## config.mk

```make
export PLATFORM = sky130hd
export DESIGN_NAME = gam_merge
export DESIGN_NICKNAME = d
export VERILOG_FILES = /design/src/rtl/gam_pkg.sv /design/src/rtl/gam_merge.sv
export SDC_FILE = /design/constraint.sdc
export NUM_CORES = 1
export LEC_CHECK = 0
export BUFFER_PORTS_ARGS = -buffer_cell sky130_fd_sc_hd__buf_4
export CORE_UTILIZATION = 31
export DETAILED_ROUTE_END_ITERATION = 8
export SETUP_SLACK_MARGIN = 0.02
export SYNTH_ARGS = -nofsm -noshare
export SYNTH_HDL_FRONTEND = slang
export SYNTH_SLANG_ARGS = --single-unit
```

## constraint.sdc

```tcl
create_clock -name clk -period 5.81 [get_ports clk]
set_clock_uncertainty 0.05 [all_clocks]
set_input_delay 0.2905 -clock clk [delete_from_list [all_inputs] [get_ports clk]]
set_output_delay 0.2905 -clock clk [all_outputs]
set_load 0.01 [all_outputs]
```

## src/rtl/gam_pkg.sv

```systemverilog
// gam_pkg: shared constants, register indexes and lane result type for the
// gyro air-mouse motion block. Used by every module under rtl/.
package gam_pkg;

  localparam int FRAC_BITS_DEF = 16;

  // port and field widths
  localparam int CFG_W     = 22;
  localparam int IDX_W     = 3;
  localparam int RATE_W    = 22;
  localparam int DZ_W      = 21;
  localparam int GAIN_W    = 16;
  localparam int BETA_W    = 16;
  localparam int TIME_W    = 16;
  localparam int ELAPSED_W = 20;
  localparam int BTN_W     = 2;
  localparam int MOVE_W    = 8;

  // datapath widths of the rate scaling
  localparam int DIFF_W      = RATE_W + 1;
  localparam int MAG_W       = RATE_W;
  localparam int P1_W        = MAG_W + GAIN_W;
  localparam int P_W         = P1_W + TIME_W;
  // 256e9 = 2^17 * 1953125
  localparam int SCALE_SHIFT = 17;
  localparam int DIV_W       = 21;
  localparam logic [DIV_W-1:0] DIV_CONST = 21'd1953125;
  // divisor is at least 2^20, so the top 20 dividend bits give no quotient bit
  localparam int DIV_FLOOR   = 20;
  localparam int DIV_STEP    = 4;

  localparam logic [ELAPSED_W-1:0] TIME_MIN = 20'd1000;
  localparam logic [ELAPSED_W-1:0] TIME_MAX = 20'd50000;
  localparam logic signed [MOVE_W-1:0] MOVE_MAX = 8'sd127;

  // register indexes
  localparam logic [IDX_W-1:0] REG_BIAS_X     = 3'd0;
  localparam logic [IDX_W-1:0] REG_BIAS_Y     = 3'd1;
  localparam logic [IDX_W-1:0] REG_DEADZONE   = 3'd2;
  localparam logic [IDX_W-1:0] REG_GAIN_HORIZ = 3'd3;
  localparam logic [IDX_W-1:0] REG_GAIN_VERT  = 3'd4;
  localparam logic [IDX_W-1:0] REG_SMOOTHING  = 3'd5;
  localparam logic [IDX_W-1:0] REG_ENABLE     = 3'd6;

  // register reset values
  localparam logic [DZ_W-1:0]   DEADZONE_RST  = 21'd2000;
  localparam logic [GAIN_W-1:0] GAIN_RST      = 16'd2560;
  localparam logic [BETA_W-1:0] SMOOTHING_RST = 16'd22938;

  typedef struct packed {
    logic              done;
    logic [MOVE_W-1:0] move;
  } gam_lane_res_t;

endpackage

```

## src/rtl/gam_merge.sv

```systemverilog
// gam_merge: combines the two lane moves, drops all-zero moves and holds the
// result request in an output register. Depends on gam_pkg.
module gam_merge (
  input  logic                              clk,
  input  logic                              rst_n,
  input  gam_pkg::gam_lane_res_t            lx_i,
  input  gam_pkg::gam_lane_res_t            ly_i,
  input  logic [gam_pkg::BTN_W-1:0]         btn_i,
  output logic                              retire_o,
  output logic                              out_valid,
  input  logic                              out_ready,
  output logic signed [gam_pkg::MOVE_W-1:0] out_move_x,
  output logic signed [gam_pkg::MOVE_W-1:0] out_move_y,
  output logic [gam_pkg::BTN_W-1:0]         out_button_state
);

  logic                        out_valid_r, out_valid_nxt;
  logic                        pend_r, pend_nxt;
  logic                        nz, free, load;
  logic [gam_pkg::MOVE_W-1:0]  mx_r, my_r;
  logic [gam_pkg::BTN_W-1:0]   btn_r;

  // both lanes run in lockstep, so the x lane's done marks both
  always_comb begin
    nz   = (lx_i.move != '0) || (ly_i.move != '0);
    free = !out_valid_r || out_ready;
    load = (lx_i.done && nz && free) || (pend_r && free);
    retire_o = (lx_i.done && (!nz || free)) || (pend_r && free);
    pend_nxt = pend_r;
    if (lx_i.done && nz && !free) begin
      pend_nxt = 1'b1;
    end else if (pend_r && free) begin
      pend_nxt = 1'b0;
    end
    if (load) begin
      out_valid_nxt = 1'b1;
    end else if (out_ready) begin
      out_valid_nxt = 1'b0;
    end else begin
      out_valid_nxt = out_valid_r;
    end
  end

  always_ff @(posedge clk) begin
    if (!rst_n) begin
      out_valid_r <= 1'b0;
      pend_r      <= 1'b0;
    end else begin
      out_valid_r <= out_valid_nxt;
      pend_r      <= pend_nxt;
    end
  end

  always_ff @(posedge clk) begin
    if (load) begin
      mx_r  <= lx_i.move;
      my_r  <= ly_i.move;
      btn_r <= btn_i;
    end
  end

  assign out_valid        = out_valid_r;
  assign out_move_x       = mx_r;
  assign out_move_y       = my_r;
  assign out_button_state = btn_r;

endmodule

```

==> results.txt <==
----------------------------------------------------
[STA]
  Worst slack on hold paths ... 123.0 ps
  Worst setup slack after layout ... 3882 ps
  Pins over their slew limit ... 0
  Transition at the pin with the smallest max-transition slack ... 953.8 ps
  Shortest period the worst path allows ... 1928 ps
  Unrepaired setup endpoints after global routing ... false
  Top achievable clock speed ... 0.5186 GHz
  Max-slew headroom at the worst pin ... 0.3642
  Tcrit/Tclk final ... 0.3319
  Finish-stage setup viols ... 0
  Total Neg Setup Slack ... 0 ps
  Endpoints failing hold ... 0

[Pwr]
  Leakage power ... 0.4353 nW
  Power after layout ... 0.2846 mW
  Peak supply drop ... 0.1347 mV
  Power Dens Cells ... 266.0 nW/um^2

[Final layout]
  Leading cell type in the layout, fill and taps excluded ... sky130_fd_sc_hd__buf_4
  Highest-count cells in the layout ignoring fill and taps ... sky130_fd_sc_hd__buf_4, sky130_fd_sc_hd__edfxtp_1, sky130_fd_sc_hd__clkbuf_4
  Area of all placed cells without fillers ... 1070 sq um
  Layout filler cell count ... 196
  NumNets Final ... 104
  Antenna Diode Count ... 0
  Multi-input combinational cell area ... 107.6 sq um
  Storage cell area ... 580.6 sq um
  Syn-to-layout area delta ... 55.46%
  Fraction of final layout cells with drive strength greater than 1 ... 0.6125

[Yosys]
  Top cell type's share of synthesized area ... 0.7855
  Largest area contributor in the synthesized netlist ... sky130_fd_sc_hd__edfxtp_1
  Number of storage elements in the synthesis netlist ... 20
  Instance count of the mapped netlist ... 35
  Count of unique library cells instantiated by Yosys ... 13
  Top post-synthesis cells by area ... sky130_fd_sc_hd__edfxtp_1, sky130_fd_sc_hd__dfxtp_1, sky130_fd_sc_hd__or4_4, sky130_fd_sc_hd__o41ai_2, sky130_fd_sc_hd__or4_1
  Average instance area after synthesis ... 19.66 sq um
  Portion of the post-synthesis area used by sequential elements ... 0.8436
  Area of the mapped netlist ... 688.2 sq um
  Number of nets in the synthesized netlist ... 58
  Number of synthesis warnings ... 0

[Clock network]
  H-Tree Level Count ... 1
  Setup Fix Bufs, Post-CTS ... 0
  Worst skew pair latency ... 280 ps
  Clock tree root buffer cell ... sky130_fd_sc_hd__clkbuf_4
  Hold buffers post-CTS ... 0
  Clock-pin slew on the worst setup and hold paths ... 110 ps
  Clock sink count ... 20
  Clk buf depth ... 2
  TritonCTS Buffers ... 3
  CTS tree ... built
  Resized cells post-CTS ... 0

[Floorplan]
  Die width ... 49.12 microns
  Vert. Die Dim ... 49.12 microns
  Die footprint ... 2412 sq um
  Initial Util ... 0.3403
  Placeable core region ... 2022 sq um
  Core Rows ... 16
  Top-Level Pins ... 43

[Run]
  MaxCap Viol Count ... 0

[Setup path]
  CP cell instances ... buf_4 > or4_1 > nor4_1 > o2bb2ai_1 > buf_4
  Most prevalent standard cell on the critical path ... sky130_fd_sc_hd__buf_4
  Critical path capture point type ... output port
  WP buf/inv ... 2
  Data arrival time of the worst path ... 1590 ps
  Kind of cell adding the most delay to the critical path ... simple AND/OR/NAND/NOR gates
  Crit-path slowest cell ... sky130_fd_sc_hd__or4_1
  Highest net fanout along the worst path ... 2
  Critical Setup Path Class ... input port to output port
  Critical Path Start Type ... input port
  WP data required ... 5470 ps
  Worst stage delay on the critical path ... 580 ps

[Global routing]
  Leftover overflow at the end of global routing ... 0
  Vias in the first global route ... 488
  Antenna violations before repair ... 0
  Largest net degree at the start of global routing ... 19
  Total global-route track usage ... 0.1140
  Global-route wire length before repair ... 2028 microns

[Run status]
  Status ... complete, no violations

[Routing]
  Average wire per cell in the routed design ... 12.01 microns
  Violation count after the first detailed-route iteration ... 4
  Number of routed nets with antenna violations ... 0
  DR pass1 iterations ... 2
  Via density per instance ... 4.439
  Routed WL ... 1285 microns
  Remaining DRCs ... 0
  Overall via count from detail_route ... 475

[Place]
  IO buf count ... 41
  Detailed placer's ending HPWL ... 989.7 microns
  Last weighted congestion value of the routability-driven placer ... 0.6578
  Setup WS pre-CTS ... 3639 ps
  Post-placement cell area ... 1033 sq um

[Worst hold path]
  Worst hold-check path type ... input port to register

----------------------------------------------------
layer usage:
layer,part of all wire,global-route usage,vias up
met3,0.061,0.01869,0
met5,0,0,-
met4,0,0.05882,0
li1,-,-,230
met1,0.35,0.09899,225
met2,0.59,0.2374,20
metrics by stage:
step | util | std cells
after floorplan | - | 35
after global placement | 0.5111 | 103
after detailed placement | 0.5111 | 103
after CTS | 0.5291 | 107
after global routing | 0.5291 | 107
final | 0.5291 | 107
state kept, by name (all words and copies together), names as in the netlist:
name,count
out_valid,1
out_move_y,8
out_move_x,8
out_button_state,2
pend_r,1
cell usage after synthesis:
cell	n
sky130_fd_sc_hd__nor4_1	1
sky130_fd_sc_hd__nand2_1	1
sky130_fd_sc_hd__nor2b_1	1
sky130_fd_sc_hd__nor2_1	2
sky130_fd_sc_hd__o41ai_2	1
sky130_fd_sc_hd__a21oi_1	2
sky130_fd_sc_hd__or4_1	2
sky130_fd_sc_hd__or4_4	2
sky130_fd_sc_hd__dfxtp_1	2
sky130_fd_sc_hd__inv_1	1
sky130_fd_sc_hd__o2bb2ai_1	1
sky130_fd_sc_hd__edfxtp_1	18
sky130_fd_sc_hd__a21boi_1	1
report_power, final:
group          switching (mW)  total (mW)  internal [mW]
clock network          0.0397      0.0778         0.0381
logic                  0.0159      0.0371         0.0211
registers             0.00245       0.170          0.167
total                  0.0580       0.285          0.227
cells by family (layout without fill, tap and decap cells):
family | Yosys count | after routing | share of synthesized area
DFF | 20 | 20 | 0.8436
and+or+nand+nor | 9 | 9 | 0.08909
AOI/OAI and AO/OA | 5 | 5 | 0.06183
buffers and inverters | 1 | 46 | 0.005449
worst reg2reg max path: cells and delay by family (launching register included):
| kind | cells | cell delay (ps) |
|---|---|---|
| compound gates | 1 | 760 |
| buf+inv | 1 | 80 |
| flops | 1 | 370 |
path summary, 6_finish.rpt:
path,slack [ps],cells past startpoint,startpoint,endpoint
max,3880,5,lx_i[6],retire_o
max reg2reg,4190,2,pend_r$_SDFFE_PN0P_,out_button_state[1]$_DFFE_PP_
min,120,1,ly_i[0],out_move_y[0]$_DFFE_PP_
min reg2reg,480,2,pend_r$_SDFFE_PN0P_,pend_r$_SDFFE_PN0P_
final cells by class:
type,count,share of cell area
flip-flops and latches,20,0.5427
repair buffers,41,0.2877
multi-input cells,14,0.1006
clock buffers,4,0.03392
well taps,27,0.03158
inverters,1,0.003509
Power figures use the tool's default switching activity.
