--- config.mk ---
export PLATFORM = sky130hd
export DESIGN_NAME = gam_lane
export DESIGN_NICKNAME = d
export VERILOG_FILES = /design/src/rtl/gam_pkg.sv /design/src/rtl/gam_div.sv /design/src/rtl/gam_lane.sv
export SDC_FILE = /design/constraint.sdc
export NUM_CORES = 2
export LEC_CHECK = 0
export ABC_AREA = 0
export BUFFER_PORTS_ARGS = -buffer_cell sky130_fd_sc_hd__buf_2
export CAP_MARGIN = 20
export CORE_MARGIN = 2
export CORE_UTILIZATION = 44
export DETAILED_ROUTE_END_ITERATION = 16
export GPL_TIMING_DRIVEN = 0
export SLEW_MARGIN = 30
export SYNTH_ARGS = -nofsm -noshare
export SYNTH_HDL_FRONTEND = slang
export SYNTH_HIERARCHICAL = 1
export SYNTH_SLANG_ARGS = --single-unit
--- constraint.sdc ---
create_clock -name clk -period 8.9 [get_ports clk]
set_input_delay 1.78 -clock clk [delete_from_list [all_inputs] [get_ports clk]]
set_output_delay 1.78 -clock clk [all_outputs]
set_load 0.1 [all_outputs]
--- src/rtl/gam_pkg.sv ---
// gam_pkg: shared constants, register indexes and lane result type for the
// gyro air-mouse motion block. Used by every module under rtl/.
package gam_pkg;

  localparam int FRAC_BITS_DEF = 16;

  // port and field widths
  localparam int CFG_W     = 22;
  localparam int IDX_W     = 3;
  localparam int RATE_W    = 22;
  localparam int DZ_W      = 21;
  localparam int GAIN_W    = 16;
  localparam int BETA_W    = 16;
  localparam int TIME_W    = 16;
  localparam int ELAPSED_W = 20;
  localparam int BTN_W     = 2;
  localparam int MOVE_W    = 8;

  // datapath widths of the rate scaling
  localparam int DIFF_W      = RATE_W + 1;
  localparam int MAG_W       = RATE_W;
  localparam int P1_W        = MAG_W + GAIN_W;
  localparam int P_W         = P1_W + TIME_W;
  // 256e9 = 2^17 * 1953125
  localparam int SCALE_SHIFT = 17;
  localparam int DIV_W       = 21;
  localparam logic [DIV_W-1:0] DIV_CONST = 21'd1953125;
  // divisor is at least 2^20, so the top 20 dividend bits give no quotient bit
  localparam int DIV_FLOOR   = 20;
  localparam int DIV_STEP    = 4;

  localparam logic [ELAPSED_W-1:0] TIME_MIN = 20'd1000;
  localparam logic [ELAPSED_W-1:0] TIME_MAX = 20'd50000;
  localparam logic signed [MOVE_W-1:0] MOVE_MAX = 8'sd127;

  // register indexes
  localparam logic [IDX_W-1:0] REG_BIAS_X     = 3'd0;
  localparam logic [IDX_W-1:0] REG_BIAS_Y     = 3'd1;
  localparam logic [IDX_W-1:0] REG_DEADZONE   = 3'd2;
  localparam logic [IDX_W-1:0] REG_GAIN_HORIZ = 3'd3;
  localparam logic [IDX_W-1:0] REG_GAIN_VERT  = 3'd4;
  localparam logic [IDX_W-1:0] REG_SMOOTHING  = 3'd5;
  localparam logic [IDX_W-1:0] REG_ENABLE     = 3'd6;

  // register reset values
  localparam logic [DZ_W-1:0]   DEADZONE_RST  = 21'd2000;
  localparam logic [GAIN_W-1:0] GAIN_RST      = 16'd2560;
  localparam logic [BETA_W-1:0] SMOOTHING_RST = 16'd22938;

  typedef struct packed {
    logic              done;
    logic [MOVE_W-1:0] move;
  } gam_lane_res_t;

endpackage

--- src/rtl/gam_div.sv ---
// gam_div: multi-cycle restoring divider by the fixed scale constant,
// DIV_STEP quotient bits per cycle. Depends on gam_pkg.
module gam_div #(
  parameter int FRAC_BITS = gam_pkg::FRAC_BITS_DEF
) (
  input  logic                                                      clk,
  input  logic                                                      rst_n,
  input  logic                                                      start_i,
  input  logic [gam_pkg::P_W+FRAC_BITS-gam_pkg::SCALE_SHIFT-1:0]    num_i,
  output logic                                                      done_o,
  output logic [gam_pkg::P_W+FRAC_BITS-gam_pkg::SCALE_SHIFT-gam_pkg::DIV_FLOOR-1:0] quo_o
);

  localparam int N_W   = gam_pkg::P_W + FRAC_BITS - gam_pkg::SCALE_SHIFT;
  localparam int Q_W   = N_W - gam_pkg::DIV_FLOOR;
  localparam int STEP  = gam_pkg::DIV_STEP;
  localparam int ITER  = (Q_W + STEP - 1) / STEP;
  localparam int Q_PAD = ITER * STEP;
  localparam int TOP_W = N_W - Q_PAD;
  localparam int D_W   = gam_pkg::DIV_W;
  localparam int CNT_W = $clog2(ITER + 1);

  logic [D_W-1:0]   rem_r, rem_nxt;
  logic [Q_PAD-1:0] sh_r, sh_nxt;
  logic [CNT_W-1:0] cnt_r;
  logic             done_r;

  always_comb begin
    logic [D_W:0] trial;
    logic [D_W:0] sub;
    rem_nxt = rem_r;
    sh_nxt  = sh_r;
    for (int k = 0; k < STEP; k++) begin
      trial = {rem_nxt, sh_nxt[Q_PAD-1]};
      sub   = trial - {1'b0, gam_pkg::DIV_CONST};
      if (trial >= {1'b0, gam_pkg::DIV_CONST}) begin
        rem_nxt = sub[D_W-1:0];
        sh_nxt  = {sh_nxt[Q_PAD-2:0], 1'b1};
      end else begin
        rem_nxt = trial[D_W-1:0];
        sh_nxt  = {sh_nxt[Q_PAD-2:0], 1'b0};
      end
    end
  end

  always_ff @(posedge clk) begin
    if (!rst_n) begin
      cnt_r  <= '0;
      done_r <= 1'b0;
    end else begin
      done_r <= 1'b0;
      if (start_i) begin
        cnt_r <= CNT_W'(ITER);
      end else if (cnt_r != '0) begin
        cnt_r <= cnt_r - 1'b1;
        if (cnt_r == CNT_W'(1)) begin
          done_r <= 1'b1;
        end
      end
    end
  end

  always_ff @(posedge clk) begin
    if (start_i) begin
      rem_r <= {{(D_W-TOP_W){1'b0}}, num_i[N_W-1:Q_PAD]};
      sh_r  <= num_i[Q_PAD-1:0];
    end else if (cnt_r != '0) begin
      rem_r <= rem_nxt;
      sh_r  <= sh_nxt;
    end
  end

  assign done_o = done_r;
  assign quo_o  = sh_r[Q_W-1:0];

endmodule

--- src/rtl/gam_lane.sv ---
// gam_lane: one pointer axis: bias, deadzone, gain and time scaling, smoothing
// filter and fractional residue. Depends on gam_pkg and gam_div.
module gam_lane #(
  parameter int FRAC_BITS = gam_pkg::FRAC_BITS_DEF
) (
  input  logic                                clk,
  input  logic                                rst_n,
  input  logic                                start_i,
  input  logic                                clear_i,
  input  logic                                negate_i,
  input  logic signed [gam_pkg::RATE_W-1:0]   rate_i,
  input  logic signed [gam_pkg::RATE_W-1:0]   bias_i,
  input  logic [gam_pkg::DZ_W-1:0]            dz_i,
  input  logic [gam_pkg::GAIN_W-1:0]          gain_i,
  input  logic [gam_pkg::BETA_W-1:0]          beta_i,
  input  logic [gam_pkg::TIME_W-1:0]          time_i,
  output gam_pkg::gam_lane_res_t              res_o
);

  localparam int F     = FRAC_BITS;
  localparam int BW    = gam_pkg::BETA_W;
  localparam int MW    = gam_pkg::MOVE_W;
  localparam int DW    = gam_pkg::DIFF_W;
  localparam int N_W   = gam_pkg::P_W + F - gam_pkg::SCALE_SHIFT;
  localparam int Q_W   = N_W - gam_pkg::DIV_FLOOR;
  localparam int F_W   = Q_W + 1;
  localparam int DF_W  = F_W + 1;
  localparam int LO_W  = DF_W / 2;
  localparam int HI_W  = DF_W - LO_W;
  localparam int PH_W  = HI_W + BW + 1;
  localparam int PL_W  = LO_W + BW;
  localparam int S_W   = F_W + BW + 2;
  localparam int R_W   = 24 + F;
  localparam int IP_W  = R_W - F;

  localparam logic signed [R_W:0] LIM_P = {2'b00, {(R_W-1){1'b1}}};
  localparam logic signed [R_W:0] LIM_N = -LIM_P;
  localparam logic signed [IP_W-1:0] IP_MAX = IP_W'(gam_pkg::MOVE_MAX);
  localparam logic signed [IP_W-1:0] IP_MIN = -IP_MAX;

  localparam logic [3:0] L_IDLE  = 4'd0;
  localparam logic [3:0] L_MAG   = 4'd1;
  localparam logic [3:0] L_MUL1  = 4'd2;
  localparam logic [3:0] L_MUL2  = 4'd3;
  localparam logic [3:0] L_DIVGO = 4'd4;
  localparam logic [3:0] L_DIVW  = 4'd5;
  localparam logic [3:0] L_SGN   = 4'd6;
  localparam logic [3:0] L_FDIF  = 4'd7;
  localparam logic [3:0] L_FMUL  = 4'd8;
  localparam logic [3:0] L_FSUM  = 4'd9;
  localparam logic [3:0] L_FILT  = 4'd10;
  localparam logic [3:0] L_RES   = 4'd11;
  localparam logic [3:0] L_MOVE  = 4'd12;
  localparam logic [3:0] L_UPD   = 4'd13;

  logic [3:0] st_r, st_nxt;
  logic       done_r;

  logic [DW-1:0]                diff_r;
  logic [gam_pkg::TIME_W-1:0]   time_r;
  logic [gam_pkg::MAG_W-1:0]    mag_r, mag_nxt;
  logic                         neg_r;
  logic [gam_pkg::P1_W-1:0]     p1_r;
  logic [gam_pkg::P_W-1:0]      p_r;
  logic [gam_pkg::P_W+F-1:0]    pw;
  logic                         div_done;
  logic [Q_W-1:0]               quo;
  logic [F_W-1:0]               d_r, q_ext;
  logic [DF_W-1:0]              fd_r;
  logic signed [PH_W-1:0]       ph_r;
  logic [PL_W-1:0]              pl_r;
  logic [S_W-1:0]               sum_r, sum_nxt, adj_v;
  logic [F_W-1:0]               filt_r, filt_nxt;
  logic [R_W:0]                 rsum_v;
  logic [R_W-1:0]               rsat_r, rsat_nxt, adj2_v, res_r, res_nxt;
  logic signed [IP_W-1:0]       ip_v;
  logic [MW-1:0]                mv_r, mv_nxt;
  logic [DW-1:0]                abs_v;

  // rate * gain * time scaled by 2^F / 256e9; the power-of-two part is a shift
  assign pw = {p_r, {F{1'b0}}};

  gam_div #(.FRAC_BITS(FRAC_BITS)) u_div (
    .clk     (clk),
    .rst_n   (rst_n),
    .start_i (st_r == L_DIVGO),
    .num_i   (pw[gam_pkg::P_W+F-1:gam_pkg::SCALE_SHIFT]),
    .done_o  (div_done),
    .quo_o   (quo)
  );

  always_comb begin
    st_nxt = st_r;
    case (st_r)
      L_IDLE:  if (start_i) st_nxt = L_MAG;
      L_MAG:   st_nxt = L_MUL1;
      L_MUL1:  st_nxt = L_MUL2;
      L_MUL2:  st_nxt = L_DIVGO;
      L_DIVGO: st_nxt = L_DIVW;
      L_DIVW:  if (div_done) st_nxt = L_SGN;
      L_SGN:   st_nxt = L_FDIF;
      L_FDIF:  st_nxt = L_FMUL;
      L_FMUL:  st_nxt = L_FSUM;
      L_FSUM:  st_nxt = L_FILT;
      L_FILT:  st_nxt = L_RES;
      L_RES:   st_nxt = L_MOVE;
      L_MOVE:  st_nxt = L_UPD;
      L_UPD:   st_nxt = L_IDLE;
      default: st_nxt = L_IDLE;
    endcase
  end

  always_comb begin
    abs_v   = diff_r[DW-1] ? (~diff_r + 1'b1) : diff_r;
    mag_nxt = (abs_v[gam_pkg::MAG_W-1:0] < {1'b0, dz_i}) ? '0 : abs_v[gam_pkg::MAG_W-1:0];
    q_ext   = {1'b0, quo};

    // beta*old + (1-beta)*d  ==  d*2^16 + beta*(old - d)
    sum_nxt = {{2{d_r[F_W-1]}}, d_r, {BW{1'b0}}}
            + {ph_r, {LO_W{1'b0}}}
            + {{(S_W-PL_W){1'b0}}, pl_r};
    // truncate toward zero
    adj_v    = sum_r + (sum_r[S_W-1] ? {{(S_W-BW){1'b0}}, {BW{1'b1}}} : '0);
    filt_nxt = adj_v[F_W+BW-1:BW];

    rsum_v = {res_r[R_W-1], res_r} + {{(R_W+1-F_W){filt_r[F_W-1]}}, filt_r};
    if ($signed(rsum_v) > LIM_P) begin
      rsat_nxt = LIM_P[R_W-1:0];
    end else if ($signed(rsum_v) < LIM_N) begin
      rsat_nxt = LIM_N[R_W-1:0];
    end else begin
      rsat_nxt = rsum_v[R_W-1:0];
    end

    adj2_v = rsat_r + (rsat_r[R_W-1] ? {{(R_W-F){1'b0}}, {F{1'b1}}} : '0);
    ip_v   = adj2_v[R_W-1:F];
    if (ip_v > IP_MAX) begin
      mv_nxt = IP_MAX[MW-1:0];
    end else if (ip_v < IP_MIN) begin
      mv_nxt = IP_MIN[MW-1:0];
    end else begin
      mv_nxt = ip_v[MW-1:0];
    end

    res_nxt = rsat_r - {{(R_W-MW-F){mv_r[MW-1]}}, mv_r, {F{1'b0}}};
  end

  always_ff @(posedge clk) begin
    if (!rst_n) begin
      st_r   <= L_IDLE;
      done_r <= 1'b0;
      filt_r <= '0;
      res_r  <= '0;
    end else begin
      st_r   <= st_nxt;
      done_r <= (st_r == L_UPD);
      if (clear_i) begin
        filt_r <= '0;
        res_r  <= '0;
      end else begin
        if (st_r == L_FILT) filt_r <= filt_nxt;
        if (st_r == L_UPD)  res_r  <= res_nxt;
      end
    end
  end

  always_ff @(posedge clk) begin
    case (st_r)
      L_IDLE: begin
        if (start_i) begin
          diff_r <= {rate_i[gam_pkg::RATE_W-1], rate_i} - {bias_i[gam_pkg::RATE_W-1], bias_i};
          time_r <= time_i;
        end
      end
      L_MAG: begin
        mag_r <= mag_nxt;
        neg_r <= diff_r[DW-1] ^ negate_i;
      end
      L_MUL1:  p1_r  <= mag_r * gain_i;
      L_MUL2:  p_r   <= p1_r * time_r;
      L_SGN:   d_r   <= neg_r ? (~q_ext + 1'b1) : q_ext;
      L_FDIF:  fd_r  <= {filt_r[F_W-1], filt_r} - {d_r[F_W-1], d_r};
      L_FMUL: begin
        ph_r <= $signed({1'b0, beta_i}) * $signed(fd_r[DF_W-1:LO_W]);
        pl_r <= beta_i * fd_r[LO_W-1:0];
      end
      L_FSUM:  sum_r  <= sum_nxt;
      L_RES:   rsat_r <= rsat_nxt;
      L_MOVE:  mv_r   <= mv_nxt;
      default: ;
    endcase
  end

  assign res_o.done = done_r;
  assign res_o.move = mv_r;

endmodule

==> impl_metrics.tcl <==
set metrics [dict create \
    clock_skew_ns 0.06972 \
    numPortBuffers 121 \
    synth-seq-cells 530 \
    min_path_type "flip-flop to flip-flop" \
    synth_cells 9014 \
    drv_slew 0 \
    final_cells 11770 \
    synthArstFlopShare_pct 0 \
    initial_core_util_pct 44.24 \
    num_vias 63350 \
    hold_viol 0 \
    nets 11310 \
    wl_um 238500 \
    cap_violations 0 \
    ys_dominant_reg_cell "edfxtp_1" \
    ys_top_cells_by_area "fa_1 (31%), edfxtp_1 (16%), ha_1 (10%)" \
    track_usage_pct 25.07 \
    synthesis.nets 11100 \
    yosys.cell_count.top_type "inv_1" \
    rows 159 \
    grt_max_degree 54 \
    cts_buffer_depth 3 \
    tritoncts "yes" \
    slowest_delay_ns 0.59 \
    synth_top_area_cell "fa_1" \
    area_delta_synth_final_pct 7.665 \
    period_minus_slack_ns 8.633 \
    avgSynthCellArea_um2 9.218 \
    yosysSeqAreaShare_pct 18.09 \
    crit_top_cell "fa_1" \
    drc 2 \
    drt_iter0_markers 4415 \
    dp_cells 11650 \
    worst_pin_slew_ns 1.030 \
    antenna_found_initial 12 \
    drtPass1Iterations 12 \
    endpoint_kind "flip-flop" \
    max_freq_mhz 115.8 \
    failed_checks "design-rule violations" \
    path_clk_slew_ns 0.06 \
    worst-setup-path-type "input port to flip-flop" \
    pin_count 127 \
    detail-route-antenna-nets 0 \
    critical_path_required_ns 9.28 \
    dp_hpwl_um 198700 \
    cp-start-kind "input port" \
    slew_headroom_pct 31.30 \
    synth_top_area_share_pct 31.37 \
    hold_buffers 0 \
    layout-drive-gt1-share_pct 5.403 \
    h-tree-depth 2 \
    rsz0062_at_grt "false" \
    finalCritPeriodShare_pct 97.00 \
    place_congestion 0.9429 \
    avgViaCountPerCell 5.382 \
    setup_viol 0 \
    grt_pass1_vias 65990 \
    die_y_um 438.6 \
    core_mm2 0.1878 \
    outcome "finished, violations left" \
    crit_fanout 10 \
    synth-edff-count 442 \
    grt-ovfl-total 0 \
    yosys-top-cells-count "inv_1 (1,701), nand2_1 (1,311), fa_1 (1,302)" \
    synth_cell_types 110 \
    critPathTopFamily "adder cells" \
    grt_pass1_wl_um 374800 \
    clock-root-buffer "clkbuf_16" \
    cts.sinks 530 \
    cp.arrival_ns 9.01 \
    syn_area_mm2 0.08309 \
    clock_latency_ns 0.70 \
    cts-buffers-inserted 61 \
    die_w_um 438.6 \
    synth_warnings 6 \
    wire_per_inst_um 20.26 \
    worstPathBufferInverterCount 7 \
    cp_slowest_cell "clkbuf_1" \
    dieArea_mm2 0.1923 \
]
## cells by family (layout without fill, tap and decap cells)
| group | Yosys count | in the layout | synth area share, % |
|---|---|---|---|
| xor gates and xnor gates | 424 | 424 | 4.487 |
| AOI/OAI and AO/OA | 1200 | 1200 | 9.642 |
| other | 0 | 3 | 0 |
| buffers and inverters | 2085 | 2344 | 9.660 |
| muxes | 61 | 61 | 0.8161 |
| and+or+nand+nor | 2717 | 2717 | 15.56 |
| DFF | 530 | 530 | 18.09 |
| adders and majority gates | 1997 | 1997 | 41.74 |
## layer usage
metal	share of wire, %	vias up	GRT usage (%)	wire [um]
li1	-	29090	-	-
met1	41	31750	31.98	97230
met2	48	2020	42.51	114900
met3	6.1	490	3.551	14560
met4	5.0	6	10.77	11830
met5	0.020	-	0	47
## layout by cell type (no fill, tap or decap), types with 17 or more instances in the layout
cell type  count
a211oi_1      57
a21o_1       123
a21oi_1      320
a31oi_1       49
and2_1       559
and3_1        40
buf_2        132
buf_4         64
clkbuf_1     284
clkbuf_16     62
clkbuf_2      30
dfxtp_1       88
edfxtp_1     442
fa_1        1302
ha_1         664
inv_1       1701
maj3_1        31
mux2_2        43
nand2_1     1311
nand2b_1      53
nand3_1      103
nand4_1       47
nor2_1       312
nor2b_1       47
nor3_1        68
o211ai_1      22
o21a_1        52
o21ai_0      222
o21ai_1       23
o21bai_1      49
o31ai_1       34
o41ai_1       17
or2_2         19
or3_1         39
or4_1         23
xnor2_1      305
xor2_1       111
## sequential cells by signal (all words and copies together) (netlist names)
signal	flops
ph_r	35
u_div/cnt_r	4
u_div/done_o	1
done_r	1
pl_r	33
p_r	53
diff_r	23
filt_r	34
rsat_r	40
d_r	34
st_r	4
mv_r	8
time_r	16
p1_r	38
u_div/sh_r	36
u_div/rem_r	21
res_r	40
sum_r	51
neg_r	1
mag_r	22
fd_r	35
## path summary, 6_finish.rpt
kind	from	to	slack, ns	cells after the start
setup reg to reg	time_r[8]$_DFFE_PP_	p_r[51]$_DFFE_PP_	0.37	25
hold reg to reg	pl_r[12]$_DFFE_PP_	sum_r[12]$_DFFE_PP_	0.42	0
setup / recovery	gain_i[13]	p1_r[36]$_DFFE_PP_	0.27	25
hold / removal	pl_r[12]$_DFFE_PP_	sum_r[12]$_DFFE_PP_	0.42	0
## worst register-to-register path, delay by kind of cell, from the launching register on
| kind | cells | cell delay [ns] |
|---|---|---|
| buffers and inverters | 6 | 1.61 |
| xor gates and xnor gates | 1 | 0.13 |
| adders and majority gates | 7 | 3.43 |
| and+or+nand+nor | 1 | 0.16 |
| AOI/OAI and AO/OA | 10 | 2.60 |
| DFF | 1 | 0.35 |
## repair_timing
action,4_1_cts,5_1_grt
pin swaps,1,3
buffers inserted,2,8
gates cloned,0,0
setup endpoints to repair,23,38
resized for setup,8,72
## metrics by stage
| stage | setup TNS, ns | utilization (%) | setup WS, ns | hold slack, ns | cell area (um2) |
|---|---|---|---|---|---|
| finish | 0 | 47.64 | 0.2668 | 0.4191 | 89460 |
| CTS | 0 | 47.56 | 0.04512 | 0.4194 | 89320 |
| detailed placement | -13.35 | 46.45 | -0.7421 | 0.4045 | 87240 |
| global placement | -13.12 | 46.23 | -0.7306 | 0.4031 | 86820 |
| floorplan | 0 | - | 0.5882 | 0.4003 | 83090 |
| global route | 0 | 47.63 | 0.008315 | 0.4219 | 89460 |
## cell type report
| class | instances | area (um2) |
|---|---|---|
| diodes | 3 | 7.507 |
| clock buffers | 69 | 1578 |
| well taps | 2495 | 3122 |
| multi-input cells | 6399 | 60210 |
| plain buffers | 374 | 1642 |
| clock inverters | 45 | 455.4 |
| flip-flops and latches | 530 | 15030 |
| inverters | 1701 | 6385 |
| repair buffers | 155 | 1025 |
| fillers | 17980 | 98340 |
Power is left out: the tool's default activity adds up to more than one toggle a clock period on the data nets, which glitch-free logic cannot reach.
